### src/sv/rwsp_pkg.sv
// Shared types, constants and codes of the RIFF/WAVE stream parser.
package rwsp_pkg;

	// Width of the file byte counter
	localparam int LEN_BITS = 32;
	// Width used to compare the RIFF length with the byte count
	localparam int CMP_W = (LEN_BITS > 32) ? LEN_BITS : 32;

	// Output queue depth; one input word makes at most two results
	localparam int OQ_DEPTH = 4;
	localparam int OQ_PTR_W = $clog2(OQ_DEPTH);
	localparam int OQ_CNT_W = $clog2(OQ_DEPTH + 1);

	// Tags, big-endian as they arrive
	localparam logic [31:0] TAG_RIFF = 32'h5249_4646;
	localparam logic [31:0] TAG_WAVE = 32'h5741_5645;
	localparam logic [31:0] TAG_FMT  = 32'h666d_7420;
	localparam logic [31:0] TAG_DATA = 32'h6461_7461;

	// Smallest legal file and smallest fmt payload
	localparam logic [LEN_BITS-1:0] MIN_FILE_BYTES = LEN_BITS'(44);
	localparam logic [31:0] MIN_FMT_BYTES = 32'd16;
	localparam logic [4:0]  FMT_FIELD_BYTES = 5'd16;

	// Header byte positions
	localparam logic [3:0] IDX_RIFF_END = 4'd3;
	localparam logic [3:0] IDX_LEN_LO   = 4'd4;
	localparam logic [3:0] IDX_LEN_HI   = 4'd7;
	localparam logic [3:0] IDX_WAVE_END = 4'd11;

	// Positions of the bits-per-sample bytes in the fmt payload
	localparam logic [4:0] FMT_OFS_BITS_LO = 5'd14;
	localparam logic [4:0] FMT_OFS_BITS_HI = 5'd15;

	// Format codes
	localparam logic [15:0] FMT_CODE_PCM   = 16'd1;
	localparam logic [15:0] FMT_CODE_FLOAT = 16'd3;

	// Status codes
	localparam logic [1:0] ST_OK      = 2'd0;
	localparam logic [1:0] ST_CORRUPT = 2'd1;
	localparam logic [1:0] ST_MAGIC   = 2'd2;
	localparam logic [1:0] ST_UNSUP   = 2'd3;

	// Result kinds
	localparam logic KIND_SAMPLE = 1'b0;
	localparam logic KIND_STATUS = 1'b1;

	typedef enum logic [2:0] {
		PH_RIFF,
		PH_CHDR,
		PH_BODY,
		PH_PAD,
		PH_HALT
	} phase_t;

	typedef enum logic [1:0] {
		CT_OTHER,
		CT_FMT,
		CT_DATA
	} chunk_t;

	// One result word
	typedef struct packed {
		logic        kind;
		logic [7:0]  sample_byte;
		logic        chunk_first;
		logic [1:0]  status_code;
		logic        is_float;
		logic [15:0] channel_count;
		logic [31:0] rate_hz;
		logic [15:0] sample_bits;
		logic        run_end;
	} result_t;

	// Results of one parsed word, sample first
	typedef struct packed {
		logic    smp_vld;
		logic    sts_vld;
		result_t smp;
		result_t sts;
	} push_t;

endpackage

### src/sv/riff_wave_stream_parser.sv
// Top level of the RIFF/WAVE stream parser: input register, parser, result queue.
//
//   channel  direction  handshake           word
//   in       sink       in_valid/in_stall   byte_value, end_of_file
//   out      source     out_valid/out_stall kind, sample_byte, chunk_first, status_code,
//                                           is_float, channel_count, rate_hz,
//                                           sample_bits, run_end
//
// One file byte is taken per cycle while in_stall is low; its results pass from the input
// register through the parser into the result queue before they show at the output.
// Each byte is parsed once held and the queue has room for two words; the last byte of a file
// pushes its status word, together with its data word when it is payload, into the
// four-entry result queue.
// in_stall rises only when the queue holds more than two words and a byte waits to be parsed.
// Reset clears the parser to the start of a file; after each status word it returns there.
module riff_wave_stream_parser (
	input  logic        clk,
	input  logic        arst_n,
	input  logic        in_valid,
	output logic        in_stall,
	input  logic [7:0]  byte_value,
	input  logic        end_of_file,
	output logic        out_valid,
	input  logic        out_stall,
	output logic        kind,
	output logic [7:0]  sample_byte,
	output logic        chunk_first,
	output logic [1:0]  status_code,
	output logic        is_float,
	output logic [15:0] channel_count,
	output logic [31:0] rate_hz,
	output logic [15:0] sample_bits,
	output logic        run_end
);

	logic              valid_s1;
	logic [7:0]        byte_s1;
	logic              eof_s1;
	logic              go;
	logic              room2;
	logic              take;
	rwsp_pkg::push_t   push;
	rwsp_pkg::result_t head;

	// Parse the held word once the queue has room for two results
	assign go       = valid_s1 & room2;
	assign in_stall = valid_s1 & ~room2;
	assign take     = in_valid & ~in_stall;

	// Hold the input word until it is parsed
	always_ff @(posedge clk or negedge arst_n) begin
		if (!arst_n) begin
			valid_s1 <= 1'b0;
		end else if (take) begin
			valid_s1 <= 1'b1;
		end else if (go) begin
			valid_s1 <= 1'b0;
		end
	end

	always_ff @(posedge clk) begin
		if (take) begin
			byte_s1 <= byte_value;
			eof_s1  <= end_of_file;
		end
	end

	rwsp_parse u_parse (
		.clk     (clk),
		.arst_n  (arst_n),
		.go      (go),
		.byte_in (byte_s1),
		.eof_in  (eof_s1),
		.push    (push)
	);

	rwsp_outq u_outq (
		.clk       (clk),
		.arst_n    (arst_n),
		.push      (push),
		.pop       (~out_stall),
		.room2     (room2),
		.not_empty (out_valid),
		.head      (head)
	);

	// Drive the output word from the queue head
	assign kind          = head.kind;
	assign sample_byte   = head.sample_byte;
	assign chunk_first   = head.chunk_first;
	assign status_code   = head.status_code;
	assign is_float      = head.is_float;
	assign channel_count = head.channel_count;
	assign rate_hz       = head.rate_hz;
	assign sample_bits   = head.sample_bits;
	assign run_end       = head.run_end;

endmodule

### src/sv/rwsp_parse.sv
// Parser state and per-word result logic of the RIFF/WAVE stream parser.
module rwsp_parse (
	input  logic                clk,
	input  logic                arst_n,
	input  logic                go,
	input  logic [7:0]          byte_in,
	input  logic                eof_in,
	output rwsp_pkg::push_t     push
);

	logic [rwsp_pkg::LEN_BITS-1:0] byte_count_q;
	logic                          overflow_q;
	rwsp_pkg::phase_t              phase_q;
	logic [31:0]                   header_shift_q;
	logic [3:0]                    header_index_q;
	logic [31:0]                   riff_length_q;
	logic [31:0]                   chunk_remaining_q;
	rwsp_pkg::chunk_t              chunk_type_q;
	logic                          pad_pending_q;
	logic [4:0]                    fmt_offset_q;
	logic [63:0]                   fmt_shift_q;
	logic [15:0]                   pend_bits_q;
	logic                          data_first_q;
	logic                          seen_fmt_q;
	logic                          seen_data_q;
	logic [15:0]                   fmt_channels_q;
	logic [31:0]                   fmt_rate_q;
	logic [15:0]                   fmt_bits_q;
	logic                          fmt_float_q;
	logic                          magic_error_q;
	logic [1:0]                    first_err_q;
	logic [1:0]                    cur_err_q;

	logic [rwsp_pkg::LEN_BITS-1:0] byte_count_n;
	logic                          overflow_n;
	rwsp_pkg::phase_t              phase_n;
	logic [31:0]                   header_shift_n;
	logic [3:0]                    header_index_n;
	logic [31:0]                   riff_length_n;
	logic [31:0]                   chunk_remaining_n;
	rwsp_pkg::chunk_t              chunk_type_n;
	logic                          pad_pending_n;
	logic [4:0]                    fmt_offset_n;
	logic [63:0]                   fmt_shift_n;
	logic [15:0]                   pend_bits_n;
	logic                          data_first_n;
	logic                          seen_fmt_n;
	logic                          seen_data_n;
	logic [15:0]                   fmt_channels_n;
	logic [31:0]                   fmt_rate_n;
	logic [15:0]                   fmt_bits_n;
	logic                          fmt_float_n;
	logic                          magic_error_n;
	logic [1:0]                    first_err_n;
	logic [1:0]                    cur_err_n;

	logic        finish;
	logic [1:0]  fin_err;
	logic [15:0] fmt_enc;
	logic [15:0] fmt_ch;
	logic [31:0] fmt_rt;
	logic [1:0]  status;
	logic        status_ok;

	// Next parser state and results for the word in the input register
	always_comb begin
		byte_count_n      = byte_count_q + rwsp_pkg::LEN_BITS'(1);
		overflow_n        = overflow_q | (byte_count_n == '0);
		phase_n           = phase_q;
		header_shift_n    = header_shift_q;
		header_index_n    = header_index_q;
		riff_length_n     = riff_length_q;
		chunk_remaining_n = chunk_remaining_q;
		chunk_type_n      = chunk_type_q;
		pad_pending_n     = pad_pending_q;
		fmt_offset_n      = fmt_offset_q;
		fmt_shift_n       = fmt_shift_q;
		pend_bits_n       = pend_bits_q;
		data_first_n      = data_first_q;
		seen_fmt_n        = seen_fmt_q;
		seen_data_n       = seen_data_q;
		fmt_channels_n    = fmt_channels_q;
		fmt_rate_n        = fmt_rate_q;
		fmt_bits_n        = fmt_bits_q;
		fmt_float_n       = fmt_float_q;
		magic_error_n     = magic_error_q;
		first_err_n       = first_err_q;
		cur_err_n         = cur_err_q;
		finish            = 1'b0;
		fin_err           = rwsp_pkg::ST_OK;
		fmt_enc           = fmt_shift_n[15:0];
		fmt_ch            = fmt_shift_n[31:16];
		fmt_rt            = fmt_shift_n[63:32];
		status            = rwsp_pkg::ST_OK;
		status_ok         = 1'b0;
		push              = '0;

		case (phase_q)
			rwsp_pkg::PH_RIFF: begin
				header_shift_n = {header_shift_q[23:0], byte_in};
				if (header_index_q >= rwsp_pkg::IDX_LEN_LO &&
						header_index_q <= rwsp_pkg::IDX_LEN_HI) begin
					riff_length_n = riff_length_q |
						(32'(byte_in) << {header_index_q[1:0], 3'b000});
				end
				if (header_index_q == rwsp_pkg::IDX_RIFF_END &&
						header_shift_n != rwsp_pkg::TAG_RIFF) begin
					magic_error_n = 1'b1;
					phase_n       = rwsp_pkg::PH_HALT;
				end else if (header_index_q == rwsp_pkg::IDX_WAVE_END) begin
					header_index_n = '0;
					if (header_shift_n != rwsp_pkg::TAG_WAVE) begin
						magic_error_n = 1'b1;
						phase_n       = rwsp_pkg::PH_HALT;
					end else begin
						phase_n = rwsp_pkg::PH_CHDR;
					end
				end else begin
					header_index_n = header_index_q + 4'd1;
				end
			end
			rwsp_pkg::PH_CHDR: begin
				header_index_n = header_index_q + 4'd1;
				if (header_index_q < rwsp_pkg::IDX_LEN_LO) begin
					header_shift_n = {header_shift_q[23:0], byte_in};
					if (header_index_q == '0) begin
						chunk_remaining_n = '0;
					end
					if (header_index_q == rwsp_pkg::IDX_RIFF_END) begin
						if (header_shift_n == rwsp_pkg::TAG_FMT) begin
							chunk_type_n = rwsp_pkg::CT_FMT;
						end else if (header_shift_n == rwsp_pkg::TAG_DATA) begin
							chunk_type_n = rwsp_pkg::CT_DATA;
						end else begin
							chunk_type_n = rwsp_pkg::CT_OTHER;
						end
					end
				end else begin
					chunk_remaining_n = chunk_remaining_q |
						(32'(byte_in) << {header_index_q[1:0], 3'b000});
					if (header_index_q >= rwsp_pkg::IDX_LEN_HI) begin
						pad_pending_n = chunk_remaining_n[0];
						cur_err_n     = rwsp_pkg::ST_OK;
						if (chunk_type_q == rwsp_pkg::CT_FMT &&
								chunk_remaining_n < rwsp_pkg::MIN_FMT_BYTES) begin
							cur_err_n = rwsp_pkg::ST_CORRUPT;
						end
						if (chunk_type_q == rwsp_pkg::CT_DATA && !seen_fmt_q) begin
							cur_err_n = rwsp_pkg::ST_CORRUPT;
						end
						fmt_offset_n = '0;
						fmt_shift_n  = '0;
						pend_bits_n  = '0;
						data_first_n = 1'b1;
						if (chunk_remaining_n == '0) begin
							finish = 1'b1;
						end else begin
							phase_n = rwsp_pkg::PH_BODY;
						end
					end
				end
			end
			rwsp_pkg::PH_BODY: begin
				// Stream data payload
				if (chunk_type_q == rwsp_pkg::CT_DATA && cur_err_q == rwsp_pkg::ST_OK) begin
					push.smp_vld         = 1'b1;
					push.smp.kind        = rwsp_pkg::KIND_SAMPLE;
					push.smp.sample_byte = byte_in;
					push.smp.chunk_first = data_first_q;
					push.smp.run_end     = ~eof_in;
					data_first_n         = 1'b0;
				end
				// Capture the fixed fmt fields
				if (chunk_type_q == rwsp_pkg::CT_FMT &&
						fmt_offset_q < rwsp_pkg::FMT_FIELD_BYTES) begin
					if (!fmt_offset_q[4] && !fmt_offset_q[3]) begin
						fmt_shift_n = fmt_shift_q |
							(64'(byte_in) << {fmt_offset_q[2:0], 3'b000});
					end else if (fmt_offset_q == rwsp_pkg::FMT_OFS_BITS_LO) begin
						pend_bits_n = pend_bits_q | 16'(byte_in);
					end else if (fmt_offset_q == rwsp_pkg::FMT_OFS_BITS_HI) begin
						pend_bits_n = pend_bits_q | {byte_in, 8'h00};
					end
					fmt_offset_n = fmt_offset_q + 5'd1;
				end
				chunk_remaining_n = chunk_remaining_q - 32'd1;
				if (chunk_remaining_n == '0) begin
					finish = 1'b1;
				end
			end
			rwsp_pkg::PH_PAD: begin
				phase_n        = rwsp_pkg::PH_CHDR;
				header_index_n = '0;
			end
			default: begin
			end
		endcase

		// Close a finished chunk
		fmt_enc  = fmt_shift_n[15:0];
		fmt_ch   = fmt_shift_n[31:16];
		fmt_rt   = fmt_shift_n[63:32];
		if (finish) begin
			fin_err = cur_err_n;
			if (fin_err == rwsp_pkg::ST_OK && chunk_type_n == rwsp_pkg::CT_FMT) begin
				if (fmt_enc != rwsp_pkg::FMT_CODE_PCM &&
						fmt_enc != rwsp_pkg::FMT_CODE_FLOAT) begin
					fin_err = rwsp_pkg::ST_UNSUP;
				end else if (fmt_ch == '0 || fmt_rt == '0 || pend_bits_n == '0 ||
						pend_bits_n[2:0] != 3'd0) begin
					fin_err = rwsp_pkg::ST_CORRUPT;
				end else begin
					fmt_channels_n = fmt_ch;
					fmt_rate_n     = fmt_rt;
					fmt_bits_n     = pend_bits_n;
					fmt_float_n    = (fmt_enc == rwsp_pkg::FMT_CODE_FLOAT);
					seen_fmt_n     = 1'b1;
				end
			end
			if (fin_err == rwsp_pkg::ST_OK && chunk_type_n == rwsp_pkg::CT_DATA) begin
				seen_data_n = 1'b1;
			end
			if (fin_err != rwsp_pkg::ST_OK) begin
				first_err_n = fin_err;
				phase_n     = rwsp_pkg::PH_HALT;
			end else begin
				phase_n        = pad_pending_n ? rwsp_pkg::PH_PAD : rwsp_pkg::PH_CHDR;
				header_index_n = '0;
			end
		end

		// Rank file errors for the closing status word
		if (overflow_n || byte_count_n < rwsp_pkg::MIN_FILE_BYTES) begin
			status = rwsp_pkg::ST_CORRUPT;
		end else if (magic_error_n) begin
			status = rwsp_pkg::ST_MAGIC;
		end else if (rwsp_pkg::CMP_W'(riff_length_n) > rwsp_pkg::CMP_W'(byte_count_n)) begin
			status = rwsp_pkg::ST_CORRUPT;
		end else if (first_err_n != rwsp_pkg::ST_OK) begin
			status = first_err_n;
		end else if (phase_n == rwsp_pkg::PH_BODY) begin
			status = rwsp_pkg::ST_CORRUPT;
		end else if (!seen_fmt_n || !seen_data_n) begin
			status = rwsp_pkg::ST_CORRUPT;
		end else begin
			status = rwsp_pkg::ST_OK;
		end
		status_ok = (status == rwsp_pkg::ST_OK);

		push.sts_vld           = eof_in;
		push.sts.kind          = rwsp_pkg::KIND_STATUS;
		push.sts.status_code   = status;
		push.sts.is_float      = status_ok & fmt_float_n;
		push.sts.channel_count = status_ok ? fmt_channels_n : 16'd0;
		push.sts.rate_hz       = status_ok ? fmt_rate_n : 32'd0;
		push.sts.sample_bits   = status_ok ? fmt_bits_n : 16'd0;
		push.sts.run_end       = 1'b1;

		// Drop results when no word is parsed
		push.smp_vld = push.smp_vld & go;
		push.sts_vld = push.sts_vld & go;
	end

	// Advance parser state; return to reset state after the last word
	always_ff @(posedge clk or negedge arst_n) begin
		if (!arst_n) begin
			byte_count_q      <= '0;
			overflow_q        <= 1'b0;
			phase_q           <= rwsp_pkg::PH_RIFF;
			header_shift_q    <= '0;
			header_index_q    <= '0;
			riff_length_q     <= '0;
			chunk_remaining_q <= '0;
			chunk_type_q      <= rwsp_pkg::CT_OTHER;
			pad_pending_q     <= 1'b0;
			fmt_offset_q      <= '0;
			fmt_shift_q       <= '0;
			pend_bits_q       <= '0;
			data_first_q      <= 1'b0;
			seen_fmt_q        <= 1'b0;
			seen_data_q       <= 1'b0;
			fmt_channels_q    <= '0;
			fmt_rate_q        <= '0;
			fmt_bits_q        <= '0;
			fmt_float_q       <= 1'b0;
			magic_error_q     <= 1'b0;
			first_err_q       <= rwsp_pkg::ST_OK;
			cur_err_q         <= rwsp_pkg::ST_OK;
		end else if (go && eof_in) begin
			byte_count_q      <= '0;
			overflow_q        <= 1'b0;
			phase_q           <= rwsp_pkg::PH_RIFF;
			header_shift_q    <= '0;
			header_index_q    <= '0;
			riff_length_q     <= '0;
			chunk_remaining_q <= '0;
			chunk_type_q      <= rwsp_pkg::CT_OTHER;
			pad_pending_q     <= 1'b0;
			fmt_offset_q      <= '0;
			fmt_shift_q       <= '0;
			pend_bits_q       <= '0;
			data_first_q      <= 1'b0;
			seen_fmt_q        <= 1'b0;
			seen_data_q       <= 1'b0;
			fmt_channels_q    <= '0;
			fmt_rate_q        <= '0;
			fmt_bits_q        <= '0;
			fmt_float_q       <= 1'b0;
			magic_error_q     <= 1'b0;
			first_err_q       <= rwsp_pkg::ST_OK;
			cur_err_q         <= rwsp_pkg::ST_OK;
		end else if (go) begin
			byte_count_q      <= byte_count_n;
			overflow_q        <= overflow_n;
			phase_q           <= phase_n;
			header_shift_q    <= header_shift_n;
			header_index_q    <= header_index_n;
			riff_length_q     <= riff_length_n;
			chunk_remaining_q <= chunk_remaining_n;
			chunk_type_q      <= chunk_type_n;
			pad_pending_q     <= pad_pending_n;
			fmt_offset_q      <= fmt_offset_n;
			fmt_shift_q       <= fmt_shift_n;
			pend_bits_q       <= pend_bits_n;
			data_first_q      <= data_first_n;
			seen_fmt_q        <= seen_fmt_n;
			seen_data_q       <= seen_data_n;
			fmt_channels_q    <= fmt_channels_n;
			fmt_rate_q        <= fmt_rate_n;
			fmt_bits_q        <= fmt_bits_n;
			fmt_float_q       <= fmt_float_n;
			magic_error_q     <= magic_error_n;
			first_err_q       <= first_err_n;
			cur_err_q         <= cur_err_n;
		end
	end

endmodule

### src/sv/rwsp_outq.sv
// Result queue of the RIFF/WAVE stream parser: takes up to two words a cycle.
module rwsp_outq (
	input  logic              clk,
	input  logic              arst_n,
	input  rwsp_pkg::push_t   push,
	input  logic              pop,
	output logic              room2,
	output logic              not_empty,
	output rwsp_pkg::result_t head
);

	rwsp_pkg::result_t             mem_q [rwsp_pkg::OQ_DEPTH];
	logic [rwsp_pkg::OQ_PTR_W-1:0] wr_ptr_q;
	logic [rwsp_pkg::OQ_PTR_W-1:0] rd_ptr_q;
	logic [rwsp_pkg::OQ_CNT_W-1:0] count_q;
	logic [rwsp_pkg::OQ_PTR_W-1:0] sts_ptr;
	logic [rwsp_pkg::OQ_CNT_W-1:0] n_push;
	logic                          do_pop;

	assign sts_ptr   = wr_ptr_q + rwsp_pkg::OQ_PTR_W'(push.smp_vld);
	assign n_push    = rwsp_pkg::OQ_CNT_W'(push.smp_vld) + rwsp_pkg::OQ_CNT_W'(push.sts_vld);
	assign not_empty = (count_q != '0);
	assign do_pop    = pop & not_empty;
	assign room2     = (count_q <= rwsp_pkg::OQ_CNT_W'(rwsp_pkg::OQ_DEPTH - 2));
	assign head      = mem_q[rd_ptr_q];

	// Write sample word first, status word behind it
	always_ff @(posedge clk) begin
		if (push.smp_vld) begin
			mem_q[wr_ptr_q] <= push.smp;
		end
		if (push.sts_vld) begin
			mem_q[sts_ptr] <= push.sts;
		end
	end

	// Advance pointers and fill level
	always_ff @(posedge clk or negedge arst_n) begin
		if (!arst_n) begin
			wr_ptr_q <= '0;
			rd_ptr_q <= '0;
			count_q  <= '0;
		end else begin
			wr_ptr_q <= wr_ptr_q + rwsp_pkg::OQ_PTR_W'(n_push);
			if (do_pop) begin
				rd_ptr_q <= rd_ptr_q + rwsp_pkg::OQ_PTR_W'(1);
			end
			count_q <= count_q + n_push - rwsp_pkg::OQ_CNT_W'(do_pop);
		end
	end

endmodule

### config.mk
export PLATFORM = sky130hd
export DESIGN_NAME = riff_wave_stream_parser
export DESIGN_NICKNAME = d
export VERILOG_FILES = /design/src/sv/rwsp_pkg.sv /design/src/sv/riff_wave_stream_parser.sv /design/src/sv/rwsp_parse.sv /design/src/sv/rwsp_outq.sv
export SDC_FILE = /design/constraint.sdc
export NUM_CORES = 1
export LEC_CHECK = 0
export BUFFER_PORTS_ARGS = -buffer_cell sky130_fd_sc_hd__buf_2
export CAP_MARGIN = 20
export CORE_MARGIN = 2
export CORE_UTILIZATION = 39
export CTS_CLUSTER_DIAMETER = 40
export DETAILED_ROUTE_END_ITERATION = 12
export PLACE_DENSITY_LB_ADDON = 0.05
export SLEW_MARGIN = 30
export SYNTH_ARGS = -nofsm -noshare
export SYNTH_HDL_FRONTEND = slang
export SYNTH_SLANG_ARGS = --single-unit
### constraint.sdc
create_clock -name clk -period 9 [get_ports clk]
set_clock_uncertainty 0.1 [all_clocks]
set_input_delay 0.45 -clock clk [delete_from_list [all_inputs] [get_ports clk]]
set_output_delay 0.45 -clock clk [all_outputs]
set_load 0.02 [all_outputs]
==> results of run 1 <==
==> per-stage QoR <==
stage | area, um^2 | util | setup slack (ns) | power, uW | hold slack [ns]
6_report | 36700 | 0.4631 | 2.869 | 10630 | 0.2026
3_3_place_gp | 32600 | 0.4114 | 2.896 | 6352 | 0.3064
2_1_floorplan | 31350 | - | 2.074 | 5388 | 0.05441
4_1_cts | 36650 | 0.4624 | 2.832 | 10740 | 0.1894
3_5_place_dp | 32620 | 0.4116 | 2.813 | 6379 | 0.3083
5_1_grt | 36700 | 0.4630 | 2.455 | 11130 | 0.2423
==> worst max path at each step <==
stage / startpoint / end
CTS: u_parse.header_index_q[0] / u_outq.mem_q[2][39]
global route: u_parse.header_index_q[0] / u_outq.mem_q[2][24]
finish: u_parse.header_index_q[0] / u_outq.mem_q[2][39]
global placement: u_parse.header_index_q[0] / u_outq.mem_q[1][39]
floorplan: u_parse.phase_q[2] / u_outq.mem_q[2][10]
detailed placement: u_parse.header_index_q[0] / u_outq.mem_q[2][39]
==> logic make-up after synthesis <==
logic type	synth area share
xor+xnor	0.01174
buf+inv	0.03652
compound gates	0.1620
fa+ha+maj	0.01932
mux	0.06822
flops	0.5306
simple gates	0.1717
==> registers in the layout, summed over array words and instances, names as in the netlist, 2 cells and up <==
signal and cells:
u_parse.byte_count_q 32, u_outq.wr_ptr_q 2, byte_s1 8, u_parse.cur_err_q 2, u_parse.header_shift_q 24, u_parse.header_index_q 4
u_parse.phase_q 3, u_outq.count_q 3, u_parse.fmt_channels_q 16, u_parse.riff_length_q 32, u_parse.first_err_q 2, u_parse.fmt_shift_q 64
u_outq.mem_q 312, u_outq.rd_ptr_q 2, u_parse.pend_bits_q 16, u_parse.chunk_type_q 2, u_parse.fmt_rate_q 32, u_parse.fmt_bits_q 16
u_parse.chunk_remaining_q 32, u_parse.fmt_offset_q 5
==> Yosys cell counts (37+ instances only) <==
cell type and n:
sky130_fd_sc_hd__dfxtp_1 44, sky130_fd_sc_hd__o21ai_0 208, sky130_fd_sc_hd__mux2i_1 37, sky130_fd_sc_hd__nor2b_1 66, sky130_fd_sc_hd__nor3_1 71, sky130_fd_sc_hd__dfrtp_1 297, sky130_fd_sc_hd__nand3_1 54, sky130_fd_sc_hd__nor4_1 45
sky130_fd_sc_hd__clkbuf_1 173, sky130_fd_sc_hd__a21oi_1 201, sky130_fd_sc_hd__edfxtp_1 277, sky130_fd_sc_hd__nand2_1 320, sky130_fd_sc_hd__nand4_1 40, sky130_fd_sc_hd__buf_2 39, sky130_fd_sc_hd__mux4_2 78, sky130_fd_sc_hd__a22o_1 81
sky130_fd_sc_hd__a21o_1 43, sky130_fd_sc_hd__ha_1 46, sky130_fd_sc_hd__nor2_1 411
==> area by class of cell <==
class,instances,share of cell area
antenna,1,0.00006818
clock buffer,135,0.08264
multi-input combinational,2132,0.3735
timing repair buffer,155,0.02768
tap,1050,0.03580
clock inverter,76,0.02380
sequential,618,0.4534
inverter,31,0.003171
==> metal layers <==
metal  routed length, um  global-route usage
met5                   0                   0
met1               42640              0.3170
met2               46050              0.3877
met4                2223             0.06602
met3                4280             0.02853
==> power groups by stage <==
stage | Combinational (uW) | Sequential [uW] | Clock [uW]
after floorplan | 2000 | 3390 | 0
after global placement | 2810 | 3540 | 0
after detailed placement | 2830 | 3550 | 0
after CTS | 2840 | 3500 | 4400
after global routing | 3060 | 3540 | 4530
final | 2810 | 3500 | 4320
==> results.cfg, run 1 <==
[critical_path]
family_with_the_most_delay_on_the_worst_path = buffers and inverters
worst-endpoint-required_ns = 9.28
rrSetupSlack_ns = 2.87
sort_of_element_at_the_start_of_the_critical_path = register
critical_path.most_common_cell = sky130_fd_sc_hd__buf_4
max_stage_delay_ns = 0.71
crit_fanout = 69
r2r_start = u_parse.header_index_q[0]
worstPathCellList = ha_1 -> a21oi_1 -> buf_4 -> or2_4 -> buf_4 -> a22o_1 -> nor4_1 -> a2111o_1 -> nor4_4 -> buf_4 -> buf_4 -> nor2b_1 -> a21oi_1 -> nor2_1
critPathArrivalTime_ns = 6.41
worst-setup-path-type = register to register
reg2reg_depth = 14
critPathBufInv = 4
cp_num_cells = 14
timing.rr.end = u_outq.mem_q[2][39]
crit_slowest_cell = sky130_fd_sc_hd__buf_4
cp-end-kind = register

[route]
wl_mm = 95.20
drt_first_pass_iters = 7
dr_wl_cell_um = 22.68
remaining_drc_errors = 0
final_ant_viol_nets = 0
via_count = 24290
drt-vias-per-instance = 5.787
drtIter0Drc = 1891

[global_routing]
initial_antenna_violation_count = 1
grt_first_pass_wirelength_mm = 148.9
globalRouteOverflowTotal = 0
grt_pass1_vias = 24380
grt_overall_usage = 0.2319
grt_max_degree = 128

[power_and_ir_drop]
internal_power_uw = 6932
clock_power_share = 0.407
total_switching_power_uw = 3698
power.switching_fraction = 0.3479
power.leakage_uw = 0.01386
powerDensity_mw_per_mm2 = 289.6
power.sequential.fraction = 0.329
pwr-share-comb = 0.264
peakVddDrop_mv = 0.1699

[synthesis]
syn_avg_cell_area_um2 = 10.37
synth_area_leader_cell = sky130_fd_sc_hd__edfxtp_1
synth_largest_type_area_fraction = 0.2654
synth_seq_cells = 618
synth-main-ff-cell = sky130_fd_sc_hd__dfrtp_1
syn_inst = 3022
synthesis.nets = 3082
number_of_enable_type_register_cells_in_the_synthesized_netlist = 277
postSynth.asyncResetShare = 0.4806
yosysSeqAreaShare = 0.5306
syn_area_mm2 = 0.03135
ys_top_cells_by_area = sky130_fd_sc_hd__edfxtp_1 (27%), sky130_fd_sc_hd__dfrtp_1 (24%), sky130_fd_sc_hd__mux4_2 (5.6%), sky130_fd_sc_hd__nor2_1 (4.9%), sky130_fd_sc_hd__nand2_1 (3.8%)
count_of_synthesis_stage_warnings_from_yosys = 0
synth_cell_types = 89

[timing]
final.period_utilization = 0.6813
max_freq_ghz = 0.1631
timing.final.setup_violations = 0
final-max-slew-violation-count = 0
maxSlewHeadroom = 0.3341
max_slew.worst_pin.slew_ns = 0.9988
finalHoldViolations = 0
rsz0062_at_grt = no
setup_total_negative_slack_ns = 0
finalWorstPathRequiredPeriod_ns = 6.131

[clocking]
cts_hold_repair.buffers = 12
cts_max_level = 3
cts_setup_buffers = 0
cts_tree = built
cts_buffer_depth = 3
cts_made_buffers = 112
cts-root-buf = sky130_fd_sc_hd__clkbuf_16
clock_latency_late_sink_ns = 0.66
post_cts_resized = 0
clkTransAtPathRegs_ns = 0.05
cts.sink_count = 618

[finish]
layout-drive-gt1-share = 0.1503
area_growth_from_synthesis_to_final_layout_pct = 17.08
sequential_cell_area_mm2 = 0.01664
commonest_non_fill_non_tap_cell_in_the_layout = sky130_fd_sc_hd__nor2_1
multi_input_area_mm2 = 0.01371
final_cell_count_no_fill = 4198
fill_cells = 7386
nNetsFinal = 3110
most-common-layout-cells = sky130_fd_sc_hd__nor2_1 (407), sky130_fd_sc_hd__nand2_1 (316), sky130_fd_sc_hd__dfrtp_1 (295)

[floorplanning]
design.core.area_mm2 = 0.07926
ioPinCount = 93
design.die.area_mm2 = 0.08266
floorplan.die.height_um = 287.5
initial_core_util = 0.3955
row_cnt = 103
floorplan.die.width_um = 287.5

[place]
detailed_place_hpwl_mm = 56.81
gpl.final_weighted_congestion = 0.8625
numPlacedInstances = 3974
io_buffer_count = 92

[run]
cap_violations = 0

[hold_path]
hp-class = input port to async pin

[run_status]
status = finished clean
No activity file was read; power rests on OpenSTA's default activity.
==> inputs of run 2 (changes only) <==
Clock period 9 ns to 5.5 ns, I/O delays scaled along.
==> run 2 against run 1 <==
  * Maximum frequency up 21%
  * Register-to-register slack worse by 2.4 ns
  * Setup slack worse by 2.4 ns
  * Wire length up 2.1%
  * Sequential share of layout area down 0.50 points
  * Count of clock-buffer cells in the layout down 5
  * Largest power group unchanged
==> results.cfg, run 2 (synthesized netlist as in run 1, its figures left out) <==
[route]
met3WireLength_mm = 4.814
drtIter0Drc = 2089
topRoutingLayerUsed = met4
wl_met1_mm = 43.14
remaining_drc_errors = 0
final_ant_viol_nets = 0
via_count = 24670
dr_wl_cell_um = 22.93
wl_mm = 97.17
drt_first_pass_iters = 5
met2RoutedLength_mm = 46.65
drt-vias-per-instance = 5.821

[critical_path]
sort_of_element_at_the_start_of_the_critical_path = register
critPathBufInv = 2
crit_slowest_cell = sky130_fd_sc_hd__or4_4
crit_fanout = 65
critical_path.most_common_cell = sky130_fd_sc_hd__nand4_1
max_stage_delay_ns = 0.71
worst-setup-path-type = register to register
worst-endpoint-required_ns = 5.92
critPathArrivalTime_ns = 5.49
family_with_the_most_delay_on_the_worst_path = simple AND/OR/NAND/NOR gates
worstPathCellList = nand4_1 -> or4_4 -> nor4_2 -> xnor2_1 -> ha_1 -> and3_1 -> nand4b_1 -> o22ai_1 -> nor4_1 -> a31oi_1 -> o31a_1 -> nor3_1 -> buf_4 -> o211a_4 -> nand4_1 -> buf_12 -> nor2_1
cp-end-kind = register

[finish]
fill_cells = 7337
commonest_non_fill_non_tap_cell_in_the_layout = sky130_fd_sc_hd__nor2_1
most-common-layout-cells = sky130_fd_sc_hd__nor2_1 (408), sky130_fd_sc_hd__nand2_1 (316), sky130_fd_sc_hd__dfrtp_1 (295)
registers_with_the_most_flip_flops = u_outq.mem_q x312, u_parse.fmt_shift_q x64
antenna_cells = 0
final_cell_count_no_fill = 4238
sequential_cell_area_mm2 = 0.01664
area_growth_from_synthesis_to_final_layout_pct = 18.37
final_core_utilization = 0.4682
nNetsFinal = 3150
layout-drive-gt1-share = 0.1581
multi_input_area_mm2 = 0.01368
top_register = u_outq.mem_q
number_of_flip_flops_in_the_largest_register = 312

[place]
numPlacedInstances = 4013
detailed_place_hpwl_mm = 59.51
gpl.final_weighted_congestion = 0.8734
io_buffer_count = 92

[global_routing]
grt_overall_usage = 0.2345
grt_first_pass_wirelength_mm = 150.0
globalRouteOverflowTotal = 0
initial_antenna_violation_count = 0
grt_pass1_vias = 24530
grt_max_degree = 182

[timing]
rsz0062_at_grt = no
finalWorstPathRequiredPeriod_ns = 5.070
final-max-slew-violation-count = 0
max_slew.worst_pin.slew_ns = 1.089
setup_total_negative_slack_ns = 0
timing.final.setup_violations = 0
finalHoldViolations = 0
timing.hold.ws_ns = 0.02588
maxSlewHeadroom = 0.2742
final.period_utilization = 0.9217
max_freq_ghz = 0.1973

[floorplanning]
initial_core_util = 0.3955
floorplan.die.height_um = 287.5
design.core.area_mm2 = 0.07926
design.die.area_mm2 = 0.08266
ioPinCount = 93
floorplan.die.width_um = 287.5
row_cnt = 103

[clocking]
cts-root-buf = sky130_fd_sc_hd__clkbuf_16
cts_made_buffers = 111
cts.sink_count = 618
clkTransAtPathRegs_ns = 0.06
clock_latency_late_sink_ns = 0.67
cts_tree = built
cts_max_level = 3
cts_buffer_depth = 3

[power_and_ir_drop]
peakVddDrop_mv = 0.4114
power.leakage_uw = 0.01406
powerDensity_mw_per_mm2 = 469.2

[run]
cap_violations = 0

[hold_path]
hp-class = input port to async pin

[run_status]
status = finished clean
run 2: metrics by stage:
step	cell area [um^2]	total power, uW	setup slack, ns
global placement	33030	10480	0.3937
finish	37110	17410	0.4304
floorplan	31350	8812	0.3835
detailed placement	33090	10560	0.2626
CTS	37050	17600	0.2686
global route	37110	18220	0.01318
run 2: area by class of cell:
class | instances | share of cell area
Clock buffer | 130 | 0.07870
Clock inverter | 81 | 0.02502
Sequential cell | 618 | 0.4484
Tap cell | 1050 | 0.03541
Timing Repair Buffer | 196 | 0.04053
Multi-Input combinational cell | 2132 | 0.3688
Inverter | 31 | 0.003136
run 2: where the power goes:
group	switching [uW]	leakage, uW	internal (uW)
Combinational	3120	0.00539	1560
Sequential	471	0.00686	5300
Clock	2540	0.00182	4410
run 2: final timing paths:
| path | end | start | depth (start not counted) | slack (ns) |
|---|---|---|---|---|
| max reg2reg | u_outq.mem_q[0][47] | u_parse.byte_count_q[6] | 17 | 0.43 |
| max | u_outq.mem_q[0][47] | u_parse.byte_count_q[6] | 17 | 0.43 |
| max in group asynchronous | u_parse.byte_count_q[10] | arst_n | 3 | 3.97 |
| min in group clk | byte_s1[1] | byte_value[1] | 2 | 0.23 |
| min | u_parse.header_shift_q[7] | arst_n | 2 | 0.03 |
| min reg2reg | u_outq.mem_q[0][77] | u_outq.mem_q[0][77] | 2 | 0.34 |
run 2: repair_timing:
| action | 4_1_cts | 5_1_grt |
|---|---|---|
| setup buffers | 0 | 2 |
| endpoints found under the hold margin | 76 | 0 |
| gates resized for setup | 0 | 6 |
| hold buffers | 12 | 0 |
| setup endpoints to repair | 0 | 264 |
run 2: metal layers:
layer / vias to the layer above / global-route usage
met5: - / 0
met2: 699 / 0.3876
met1: 12470 / 0.3185
li1: 11330 / -
met3: 164 / 0.03336
met4: 0 / 0.07409
